===== config.mk =====
export PLATFORM = sky130hd
export DESIGN_NAME = smooth_peak_level_detector_unit
export DESIGN_NICKNAME = d
export VERILOG_FILES = /design/src/hdl/spld_pkg.sv /design/src/hdl/smooth_peak_level_detector_unit.sv
export SDC_FILE = /design/constraint.sdc
export NUM_CORES = 2
export LEC_CHECK = 0
export ABC_AREA = 0
export BUFFER_PORTS_ARGS = -buffer_cell sky130_fd_sc_hd__buf_2
export CORE_ASPECT_RATIO = 2
export CORE_MARGIN = 4
export CORE_UTILIZATION = 66
export DETAILED_ROUTE_END_ITERATION = 10
export GPL_ROUTABILITY_DRIVEN = 0
export PLACE_DENSITY = 0.83
export SLEW_MARGIN = 15
export SYNTH_ARGS = -nofsm -noshare
export SYNTH_HDL_FRONTEND = slang
export SYNTH_SLANG_ARGS = --single-unit

===== constraint.sdc =====
create_clock -name clk_i -period 8.25 [get_ports clk_i]
set_input_delay 0 -clock clk_i [delete_from_list [all_inputs] [get_ports clk_i]]
set_output_delay 0 -clock clk_i [all_outputs]
set_load 0.01 [all_outputs]

===== src/hdl/spld_pkg.sv =====
`default_nettype none

package spld_pkg;

  localparam int unsigned SAMPLE_BITS = 24;
  localparam int unsigned COEFF_BITS  = 24;
  localparam int unsigned GUARD_BITS  = 8;
  localparam int unsigned STATE_BITS  = SAMPLE_BITS + GUARD_BITS;
  localparam int unsigned DIFF_BITS   = STATE_BITS + 1;
  localparam int unsigned PROD_BITS   = DIFF_BITS + COEFF_BITS;
  localparam int unsigned QUOT_BITS   = PROD_BITS + 1 - COEFF_BITS;
  localparam int unsigned DATA_BITS   = ((SAMPLE_BITS + 7) / 8) * 8;
  localparam int unsigned CFG_BITS    = COEFF_BITS;
  localparam int unsigned CFG_IDX_BITS = 2;

  localparam logic [COEFF_BITS-1:0] ATTACK_RESET  = COEFF_BITS'(16742300);
  localparam logic [COEFF_BITS-1:0] RELEASE_RESET = COEFF_BITS'(16773726);

  localparam logic [CFG_IDX_BITS-1:0] CFG_ATTACK  = 2'd0;
  localparam logic [CFG_IDX_BITS-1:0] CFG_RELEASE = 2'd1;
  localparam logic [CFG_IDX_BITS-1:0] CFG_MODE    = 2'd2;

  localparam int unsigned PC_BITS = 4;
  localparam logic [PC_BITS-1:0] PC_WAIT   = 4'd0;
  localparam logic [PC_BITS-1:0] PC_BR     = 4'd1;
  localparam logic [PC_BITS-1:0] PC_DEC    = 4'd4;
  localparam logic [PC_BITS-1:0] PC_EMIT   = 4'd10;
  localparam logic [PC_BITS-1:0] PC_LAST   = PC_EMIT;

  typedef enum logic [2:0] {OP_WAIT, OP_LOAD, OP_MUL, OP_ACC, OP_EMIT} op_e;
  typedef enum logic {SRC_SMOOTH, SRC_PEAK} src_e;
  typedef enum logic {INP_SAMPLE, INP_PEAK} inp_e;
  typedef enum logic [1:0] {COEF_BRANCH, COEF_ATTACK, COEF_RELEASE} coef_e;
  typedef enum logic {DST_SMOOTH, DST_PEAK} dst_e;
  typedef enum logic [1:0] {JC_NEXT, JC_GOTO, JC_BEAT, JC_OUTFREE} jc_e;

  typedef struct packed {
    op_e              op;
    src_e             src;
    inp_e             inp;
    coef_e            coef;
    dst_e             dst;
    jc_e              jc;
    logic [PC_BITS-1:0] target;
  } uword_t;

  function automatic uword_t uw(op_e op, src_e src, inp_e inp, coef_e coef, dst_e dst,
                                jc_e jc, logic [PC_BITS-1:0] target);
    uword_t w;
    w.op     = op;
    w.src    = src;
    w.inp    = inp;
    w.coef   = coef;
    w.dst    = dst;
    w.jc     = jc;
    w.target = target;
    return w;
  endfunction

  // branched: 1..3, decoupled: 4..9 (release peak hold, then attack smoother)
  function automatic uword_t ucode(logic [PC_BITS-1:0] pc);
    uword_t w;
    unique case (pc)
      4'd0:    w = uw(OP_WAIT, SRC_SMOOTH, INP_SAMPLE, COEF_BRANCH, DST_SMOOTH, JC_BEAT, PC_DEC);
      4'd1:    w = uw(OP_LOAD, SRC_SMOOTH, INP_SAMPLE, COEF_BRANCH, DST_SMOOTH, JC_NEXT, PC_WAIT);
      4'd2:    w = uw(OP_MUL, SRC_SMOOTH, INP_SAMPLE, COEF_BRANCH, DST_SMOOTH, JC_NEXT, PC_WAIT);
      4'd3:    w = uw(OP_ACC, SRC_SMOOTH, INP_SAMPLE, COEF_BRANCH, DST_SMOOTH, JC_GOTO, PC_EMIT);
      4'd4:    w = uw(OP_LOAD, SRC_PEAK, INP_SAMPLE, COEF_RELEASE, DST_PEAK, JC_NEXT, PC_WAIT);
      4'd5:    w = uw(OP_MUL, SRC_PEAK, INP_SAMPLE, COEF_RELEASE, DST_PEAK, JC_NEXT, PC_WAIT);
      4'd6:    w = uw(OP_ACC, SRC_PEAK, INP_SAMPLE, COEF_RELEASE, DST_PEAK, JC_NEXT, PC_WAIT);
      4'd7:    w = uw(OP_LOAD, SRC_SMOOTH, INP_PEAK, COEF_ATTACK, DST_SMOOTH, JC_NEXT, PC_WAIT);
      4'd8:    w = uw(OP_MUL, SRC_SMOOTH, INP_PEAK, COEF_ATTACK, DST_SMOOTH, JC_NEXT, PC_WAIT);
      4'd9:    w = uw(OP_ACC, SRC_SMOOTH, INP_PEAK, COEF_ATTACK, DST_SMOOTH, JC_NEXT, PC_WAIT);
      4'd10:   w = uw(OP_EMIT, SRC_SMOOTH, INP_SAMPLE, COEF_BRANCH, DST_SMOOTH, JC_OUTFREE,
                      PC_WAIT);
      default: w = uw(OP_WAIT, SRC_SMOOTH, INP_SAMPLE, COEF_BRANCH, DST_SMOOTH, JC_GOTO,
                      PC_WAIT);
    endcase
    return w;
  endfunction

endpackage

`default_nettype wire


===== src/hdl/smooth_peak_level_detector_unit.sv =====
`default_nettype none

// Channel   Direction  Handshake                    Payload
// s_axis    in         s_axis_tvalid/s_axis_tready  tdata[23:0] = sample
// m_axis    out        m_axis_tvalid/m_axis_tready  tdata[23:0] = level
// cfg       in         cfg_we_i (no wait)           cfg_idx_i, cfg_data_i
//
// A sequencer runs one control word per cycle over a single shared multiplier.
// Branched mode runs one filter pass per beat; decoupled mode runs two.
// Each pass is a load, a multiply and an accumulate step through the one multiplier.
// Output register holds a finished level while the next beat is taken in.
// A stalled output holds the sequencer at its emit step only.
// Reset restores coefficients and mode to defaults and clears both states.

module smooth_peak_level_detector_unit (
  input  wire                                    clk_i,
  input  wire                                    rst_ni,
  input  wire                                    s_axis_tvalid,
  output logic                                   s_axis_tready,
  input  wire  [spld_pkg::DATA_BITS-1:0]         s_axis_tdata,   // [23:0] sample
  output logic                                   m_axis_tvalid,
  input  wire                                    m_axis_tready,
  output logic [spld_pkg::DATA_BITS-1:0]         m_axis_tdata,   // [23:0] level
  input  wire                                    cfg_we_i,
  input  wire  [spld_pkg::CFG_IDX_BITS-1:0]      cfg_idx_i,
  input  wire  [spld_pkg::CFG_BITS-1:0]          cfg_data_i
);

  localparam int unsigned SB = spld_pkg::SAMPLE_BITS;
  localparam int unsigned CB = spld_pkg::COEFF_BITS;
  localparam int unsigned GB = spld_pkg::GUARD_BITS;
  localparam int unsigned TB = spld_pkg::STATE_BITS;
  localparam int unsigned DB = spld_pkg::DIFF_BITS;
  localparam int unsigned PB = spld_pkg::PROD_BITS;
  localparam int unsigned QB = spld_pkg::QUOT_BITS;

  logic [CB-1:0] attack_q, release_q;
  logic          mode_q;

  logic [spld_pkg::PC_BITS-1:0] pc_q, pc_d;
  spld_pkg::uword_t             uw;

  logic signed [SB-1:0] sample_q;
  logic signed [TB-1:0] smooth_q, peak_q;
  logic signed [TB-1:0] xop_q;
  logic [DB-1:0]        mag_q;
  logic                 neg_q;
  logic [CB-1:0]        coef_q;
  logic [PB-1:0]        prod_q;
  logic                 out_valid_q;
  logic signed [SB-1:0] out_q;

  logic                 in_beat, out_free;
  logic signed [TB-1:0] xs, s_src, x_src;
  logic signed [DB-1:0] diff;
  logic [PB:0]          rnd;
  logic [QB-1:0]        quot;
  logic [QB-1:0]        acc;
  logic signed [TB-1:0] res;
  logic signed [TB:0]   lvl_sum;
  logic signed [SB:0]   lvl_sh;
  logic signed [SB-1:0] lvl;

  assign uw            = spld_pkg::ucode(pc_q);
  assign s_axis_tready = (uw.op == spld_pkg::OP_WAIT);
  assign in_beat       = s_axis_tvalid && s_axis_tready;
  assign out_free      = !out_valid_q || m_axis_tready;
  assign m_axis_tvalid = out_valid_q;
  assign m_axis_tdata  = spld_pkg::DATA_BITS'(unsigned'(out_q));

  always_ff @(posedge clk_i or negedge rst_ni) begin
    if (!rst_ni) begin
      attack_q  <= spld_pkg::ATTACK_RESET;
      release_q <= spld_pkg::RELEASE_RESET;
      mode_q    <= 1'b0;
    end else if (cfg_we_i) begin
      unique case (cfg_idx_i)
        spld_pkg::CFG_ATTACK:  attack_q  <= cfg_data_i[CB-1:0];
        spld_pkg::CFG_RELEASE: release_q <= cfg_data_i[CB-1:0];
        spld_pkg::CFG_MODE:    mode_q    <= cfg_data_i[0];
        default: ;
      endcase
    end
  end

  always_comb begin
    pc_d = pc_q + 1'b1;
    unique case (uw.jc)
      spld_pkg::JC_NEXT:    pc_d = pc_q + 1'b1;
      spld_pkg::JC_GOTO:    pc_d = uw.target;
      spld_pkg::JC_BEAT:    pc_d = !in_beat ? pc_q : (mode_q ? uw.target : pc_q + 1'b1);
      spld_pkg::JC_OUTFREE: pc_d = out_free ? uw.target : pc_q;
      default:              pc_d = spld_pkg::PC_WAIT;
    endcase
  end

  always_ff @(posedge clk_i or negedge rst_ni) begin
    if (!rst_ni) begin
      pc_q <= spld_pkg::PC_WAIT;
    end else begin
      pc_q <= pc_d;
    end
  end

  // datapath
  assign xs    = TB'(signed'({sample_q, {GB{1'b0}}}));
  assign s_src = (uw.src == spld_pkg::SRC_PEAK) ? peak_q : smooth_q;
  assign x_src = (uw.inp == spld_pkg::INP_PEAK) ? peak_q : xs;
  assign diff  = DB'(s_src) - DB'(x_src);

  // round half up: +half for non-negative difference, +half-1 for negative
  assign rnd  = {1'b0, prod_q} + (PB + 1)'({1'b1, {(CB-1){1'b0}}}) - (PB + 1)'(neg_q);
  assign quot = rnd[PB:CB];
  assign acc  = neg_q ? QB'(xop_q) - quot : QB'(xop_q) + quot;
  assign res  = signed'(acc[TB-1:0]);

  assign lvl_sum = (TB + 1)'(smooth_q) + (TB + 1)'(1 << (GB - 1));
  assign lvl_sh  = lvl_sum[TB:GB];
  always_comb begin
    if (lvl_sh[SB] != lvl_sh[SB-1]) begin
      lvl = lvl_sh[SB] ? signed'({1'b1, {(SB-1){1'b0}}}) : signed'({1'b0, {(SB-1){1'b1}}});
    end else begin
      lvl = lvl_sh[SB-1:0];
    end
  end

  always_ff @(posedge clk_i) begin
    if (in_beat) begin
      sample_q <= signed'(s_axis_tdata[SB-1:0]);
    end
    if (uw.op == spld_pkg::OP_LOAD) begin
      xop_q <= x_src;
      neg_q <= diff[DB-1];
      mag_q <= diff[DB-1] ? DB'(-diff) : DB'(diff);
      unique case (uw.coef)
        spld_pkg::COEF_ATTACK:  coef_q <= attack_q;
        spld_pkg::COEF_RELEASE: coef_q <= release_q;
        default:                coef_q <= (x_src < s_src) ? attack_q : release_q;
      endcase
    end
    if (uw.op == spld_pkg::OP_MUL) begin
      prod_q <= PB'(mag_q) * PB'(coef_q);
    end
    if (uw.op == spld_pkg::OP_EMIT && out_free) begin
      out_q <= lvl;
    end
  end

  always_ff @(posedge clk_i or negedge rst_ni) begin
    if (!rst_ni) begin
      smooth_q    <= '0;
      peak_q      <= '0;
      out_valid_q <= 1'b0;
    end else begin
      if (uw.op == spld_pkg::OP_ACC) begin
        if (uw.dst == spld_pkg::DST_PEAK) begin
          peak_q <= (xop_q > res) ? xop_q : res;
        end else begin
          smooth_q <= res;
        end
      end
      if (uw.op == spld_pkg::OP_EMIT && out_free) begin
        out_valid_q <= 1'b1;
      end else if (m_axis_tready) begin
        out_valid_q <= 1'b0;
      end
    end
  end

  a_pc_range: assert property (@(posedge clk_i) disable iff (!rst_ni)
    pc_q <= spld_pkg::PC_LAST)
    else $error("step counter beyond program");

  a_dispatch: assert property (@(posedge clk_i) disable iff (!rst_ni)
    in_beat |=> ((pc_q == spld_pkg::PC_DEC) == $past(mode_q))
             && ((pc_q == spld_pkg::PC_BR) == !$past(mode_q)))
    else $error("beat dispatched to wrong routine");

  a_valid_from_emit: assert property (@(posedge clk_i) disable iff (!rst_ni)
    $rose(out_valid_q) |-> $past(pc_q == spld_pkg::PC_EMIT))
    else $error("output beat raised outside emit step");

  a_no_beat_while_busy: assert property (@(posedge clk_i) disable iff (!rst_ni)
    (pc_q != spld_pkg::PC_WAIT) |-> !s_axis_tready)
    else $error("input taken during a pass");

endmodule

`default_nettype wire


## Yosys cells after proc, flatten, opt, wreduce, memory -nomap -nowiden

Memories as Yosys holds them, arrays and structs flattened.
Cells that the tools add are included.

| word-level totals | value |
|---|---|
| output and inout bits | 26 |
| word-level logic and storage cells | 71 |
| register bits | 312 |
| bits of input ports | 55 |
| memories kept | 1 |
| ROM bits | 208 |

Memory list:

| name | depth | bits a word | rd ports | clocked after Yosys merged registers in | wr ports | line | RTL |
|---|---|---|---|---|---|---|---|
| (name not given) | 16 | 13 | 1 | 0 | 0 | spld_pkg.sv:63 | `unique case (pc)` |

| cells by class | value |
|---|---|
| bitwise gates (word level) | 1 |
| multiply operators | 1 |
| reduce and logical (&&, ||, !) cells | 14 |
| multiplexer cells | 15 |
| equal/unequal tests | 14 |
| add/subtract/negate cells | 8 |
| $lt $le $gt $ge | 2 |

Operators by type and width:

| cell | number |
|---|---|
| 2-to-1 mux 32 bit | 5 |
| 2-to-1 mux 24 bit | 3 |
| adder 56 x 24 -> 56 bit, second input constant | 1 |
| multiplier 33 x 24 -> 56 bit | 1 |
| subtractor 56 x 1 -> 56 bit | 1 |
| one-hot mux 24 bit (2 select lines) | 1 |
| adder 32 x 9 -> 33 bit, second input constant | 1 |
| negator 33 bit | 1 |
| subtractor 32 x 32 -> 33 bit | 1 |
| adder 32 bit | 1 |
| > comparator 32 bit | 1 |
| less-than comparator 32 bit | 1 |
| subtractor 32 bit | 1 |
| one-hot mux 4 bit (4 select lines) | 1 |
| 2-to-1 mux 4 bit | 3 |
| AND reduction 2 bit | 6 |
| equality test 2 bit, second input constant | 4 |
| equality test 2 x 1 -> 1 bit, second input constant | 3 |
| equality test 3 x 2 -> 1 bit, second input constant | 2 |
| adder 4 x 1 -> 4 bit, second input constant | 1 |
| logical NOT 2 bit | 2 |
| != test 2 bit, second input constant | 2 |
| equality test 3 x 1 -> 1 bit, second input constant | 1 |
| equality test 3 bit, second input constant | 1 |
| 8 further kinds | 10 |

## Longest topological paths before layout

| logic depth | value |
|---|---|
| depth in word-level cells | 6 |
| depth in mapped cells | 42 |
| gate-level depth less buffers | 39 |

## Worst setup path before layout

OpenSTA, ideal clock, no wires.

| timing | value |
|---|---|
| kind | register to register |
| from | register prod_q[19] |
| to | register peak_q[16] |
| setup time | 0.084 ns |
| setup slack | 0.676 ns |
| data required time | 8.166 ns |
| buffers on the path | 2 |
| arrival | 7.490 ns |
| cell stages (with the launch flop) | 37 |
| cells stage by stage | edfxtp_1 -> ha_1 -> a21o_1 -> a21o_1 -> a311o_1 -> and2_4 -> nor4b_1 -> o32ai_1 -> or4b_1 -> nor4_2 -> and4_1 -> or2_2 -> xnor2_1 -> ha_1 -> a21o_1 -> a21o_1 -> a21o_1 -> a21oi_1 -> o21ai_0 -> and2_1 -> nor2_1 -> nor3_1 -> nor3b_1 -> xnor2_1 -> xnor2_1 -> inv_1 -> ha_1 -> nand4_1 -> nor2_1 -> nand2_1 -> or3_1 -> and2_1 -> mux2_2 -> clkbuf_1 -> clkbuf_1 -> o21ai_0 -> a21boi_0 |

| between the ends | value |
|---|---|
| longest elaborated chain between the ends | 6 |

Ends and longest elaborated chain:

| element | line | RTL |
|---|---|---|
| from (decl) | smooth_peak_level_detector_unit.sv:49 | `logic [PB-1:0] prod_q;` |
| from (signal assigned) | smooth_peak_level_detector_unit.sv:142 | `prod_q <= PB'(mag_q) * PB'(coef_q);` |
| adder 56 x 24 -> 56 bit (*) | smooth_peak_level_detector_unit.sv:112 | `assign rnd = {1'b0, prod_q} + (PB + 1)'({1'b1, {(CB-1){1'b0}}}) - (PB + 1)'(neg_q);` |
| subtractor 56 x 1 -> 56 bit (*) | smooth_peak_level_detector_unit.sv:112 |  |
| adder 32 bit or subtractor 32 bit (tied branches) | smooth_peak_level_detector_unit.sv:114 | `assign acc = neg_q ? QB'(xop_q) - quot : QB'(xop_q) + quot;` |
| 2-to-1 mux 32 bit (*) | smooth_peak_level_detector_unit.sv:114 |  |
| > comparator 32 bit | smooth_peak_level_detector_unit.sv:157 | `peak_q <= (xop_q > res) ? xop_q : res;` |
| 2-to-1 mux 32 bit (*) | smooth_peak_level_detector_unit.sv:157 |  |
| to (signal assigned) | smooth_peak_level_detector_unit.sv:157 |  |
| to (decl) | smooth_peak_level_detector_unit.sv:44 | `logic signed [TB-1:0] smooth_q, peak_q;` |

Mark *: on every way between the ends. The rest lies on a longest branch, timed or not.
A chain may end at the register's enable or synchronous reset.

## Worst setup path after layout

| timing | value |
|---|---|
| from | register prod_q[17] |
| to | register peak_q[17] |

The elaborated chain is that of the path after synthesis.

==> reports/results.tsv <==
stage	metric	value	unit
global_route	grt-busiest-layer	met2	
setup_path	startpoint	prod_q[17]	
synthesis	synth_area	46200	sq um
detailed_routing	drc	0	
detailed_routing	antenna_left	0	
synthesis	async_reset_ff_frac	0.378	
synthesis	ys_ff_latch	312	
detailed_routing	wl_per_cell	22.3	um
detailed_routing	dr.first_iter.drc_count	2803	
timing	fin_setup_tns	-0.0317	ns
global_route	grt_pass1_wl	214	mm
global_route	overflow	0	
outcome	violations	negative hold slack, negative setup slack	
floorplan	die_w	195	um
timing	min_period	8.26	ns
synthesis	synthCells	5070	
timing	slew_viol_final	0	
detailed_routing	routed_wl	137	mm
clock_tree	path_clk_slew	0.09	ns
global_route	grt_antenna_before_repair	2	
timing	worst_pin_slew	1.31	ns
final_layout	drive_gt1_frac	0.115	
placed_design	place.port_buffers	80	
timing	setup_ws	-0.0143	ns
global_route	grt_util_all_layers	0.359	
setup_path	timing.rr.start	prod_q[17]	
floorplan	die_h	382	um
global_route	grt_pass1_vias	41700	
floorplan	start_util	0.664	
synthesis	yosysSeqAreaShare	0.191	
floorplan	rows	137	
setup_path	slowest_delay	0.57	ns
outcome	outcome	finished, violations left	
placed_design	dpl.hpwl	105	mm
setup_path	worst_path_max_delay_cell	or4b_4	
setup_path	criticalPathCategory	register to register	
timing	max_freq	121	MHz
synthesis	yosysWarningCount	0	
clock_tree	cts-htree-levels	1	
setup_path	crit_path_start_kind	register	
final_layout	syn_to_final_growth	10.3	%
floorplan	pin_count	81	
timing	slew_headroom	0.116	
clock_tree	cts_tree	yes	
setup_path	end_kind	register	
global_route	met2_usage	0.655	
run	maxCapViolCount	0	
setup_path	cp.required	8.79	ns
clock_tree	cts_inserted_buffers	27	
floorplan	core_area	69600	sq um
synthesis	synth-edff-count	194	
final_layout	multiInputGateArea	34100	sq um
detailed_routing	via_per_inst	6.34	
global_route	grt_util_met1	0.358	
detailed_routing	dr_total_vias	39000	
placed_design	post-place-ws	-0.309	ns
final_layout	fillers	4806	
synthesis	syn_nets	6145	
setup_path	worstPathMaxFanout	5	
clock_tree	cts_num_sinks	312	
synthesis	syn_avg_cell_area	9.11	sq um
detailed_routing	firstDrtPassIters	6	
final_layout	finalNetCount	6308	
hold_path	min_path_type	input port to asynchronous set/reset pin	
global_route	grt_max_degree	67	
timing	whs	-0.0182	ns
clock_tree	clockBufferDepth	3	
final_layout	final_util	0.732	
timing	hold_viol_final	1	
synthesis	ys_types	93	
final_layout	ff_latch_area	8820	sq um
timing	finalClockSkew	0.0364	ns
synthesis	ys.flop_type	edfxtp_1	
floorplan	die-area	74600	sq um
global_route	use_met3	0.0548	
clock_tree	insertion_delay	0.63	ns
setup_path	cp.arrival	8.81	ns
timing	final-setup-viol-count	3	
timing	finalCritPeriodShare	1.00	
clock_tree	root_buffer	clkbuf_16	
## cell usage after synthesis, types with 36 or more instances
cell	n	share of area
a21oi_1	224	0.024
clkbuf_1	217	0.018
xnor2_1	127	0.024
mux2_2	59	0.014
nand2_1	823	0.067
dfrtp_1	82	0.044
dfstp_2	36	0.020
inv_1	817	0.066
nand3_1	57	0.0062
edfxtp_1	194	0.13
a21o_1	92	0.015
mux2i_1	61	0.013
a31oi_1	44	0.0060
nand4_1	38	0.0051
ha_1	339	0.092
fa_1	681	0.30
o21ai_0	161	0.017
xor2_1	77	0.015
nor2_1	172	0.014
and2_1	293	0.040
## state kept, by name, summed over array words and instances, names as in the netlist, 4 cells and up
signal	cells
attack_q	24
coef_q	24
smooth_q	32
xop_q	32
pc_q	4
sample_q	24
prod_q	56
mag_q	33
release_q	24
m_axis_tdata	24
peak_q	32
## cell families (layout without fill, tap and decap cells)
logic type	count (synthesis)	after routing	share of synthesized area
AO/OA/AOI/OAI	761	761	0.106
XOR/XNOR	204	204	0.0387
adder cells (fa/ha/maj)	1020	1020	0.387
buffers and inverters	1052	1235	0.0861
flip-flops	312	312	0.191
multiplexers	120	121	0.0276
other	0	1	0
AND/OR/NAND/NOR	1601	1601	0.164
## cell type report
cell class                 instances  area share
inverter                         819      0.0603
tap                              903      0.0222
multi-input combinational       3707       0.669
sequential                       312       0.173
antenna                            1   0.0000491
clock buffer                      34      0.0142
clock inverter                    16     0.00368
timing repair buffer             366      0.0578
## worst max-delay path, delay by kind of cell (launching register included)
| family | cells | cell delay [ns] |
|---|---|---|
| XOR/XNOR | 3 | 0.48 |
| buffers and inverters | 5 | 0.77 |
| multiplexers | 1 | 0.36 |
| flip-flops | 1 | 0.42 |
| AO/OA/AOI/OAI | 11 | 1.99 |
| adder cells (fa/ha/maj) | 3 | 0.98 |
| AND/OR/NAND/NOR | 16 | 3.21 |
## routing by layer
layer / vias to the layer above / part of all wire
li1: 16600 / -
met2: 2337 / 0.51
met1: 19000 / 0.30
met4: 0 / 0.11
met5: - / 0
met3: 1027 / 0.071
## timing repair
| item | CTS | global route |
|---|---|---|
| pin swaps | 1 | 41 |
| endpoints found under the setup margin | 35 | 42 |
| hold buffers | 53 | 0 |
| hold endpoints to repair | 133 | 0 |
| setup buffers | 0 | 30 |
| gates resized for setup | 14 | 116 |
| cloned | 0 | 3 |
## metrics by stage
stage	cells	area, sq um
global placement	6021	48600
finish	6158	50900
global route	6157	50900
CTS	6124	50100
detailed placement	6021	48600
floorplan	5070	46200
## cells in the final DEF (no fill, tap or decap), types with 18 or more instances in the layout
cell type      instances
nand3_1               55
dfstp_2               36
nand2_1              820
xor2_1                75
mux2_2                58
o21bai_1              22
dfrtp_1               82
o21a_1                25
nand4_1               38
xnor2_1              121
nor2_1               163
fa_1                 681
dlygate4sd3_1         53
a21oi_2               19
nor3_1                30
inv_1                816
a21oi_1              208
clkbuf_16             29
nand2b_1              20
buf_2                 79
o211ai_1              18
a221oi_1              25
buf_12                18
ha_1                 325
or2_2                 19
and2_1               291
o21ai_0              154
buf_4                213
a21o_1                92
nor2b_1               31
edfxtp_1             194
mux2i_1               59
a31oi_1               40
and3_1                21
## path summary, 6_finish.rpt
| check | depth (start not counted) | slack [ns] | to |
|---|---|---|---|
| max | 39 | -0.01 | peak_q[17] |
| min | 2 | -0.02 | release_q[11] |
| max reg2reg | 39 | -0.01 | peak_q[17] |
| min reg2reg | 2 | 0.49 | smooth_q[5] |
| max in group asynchronous | 3 | 6.81 | peak_q[5] |
| min in group clk_i | 4 | 0.06 | sample_q[19] |
Power is left out: the tool's default activity adds up to more than one toggle a clock period on the data nets, which glitch-free logic cannot reach.
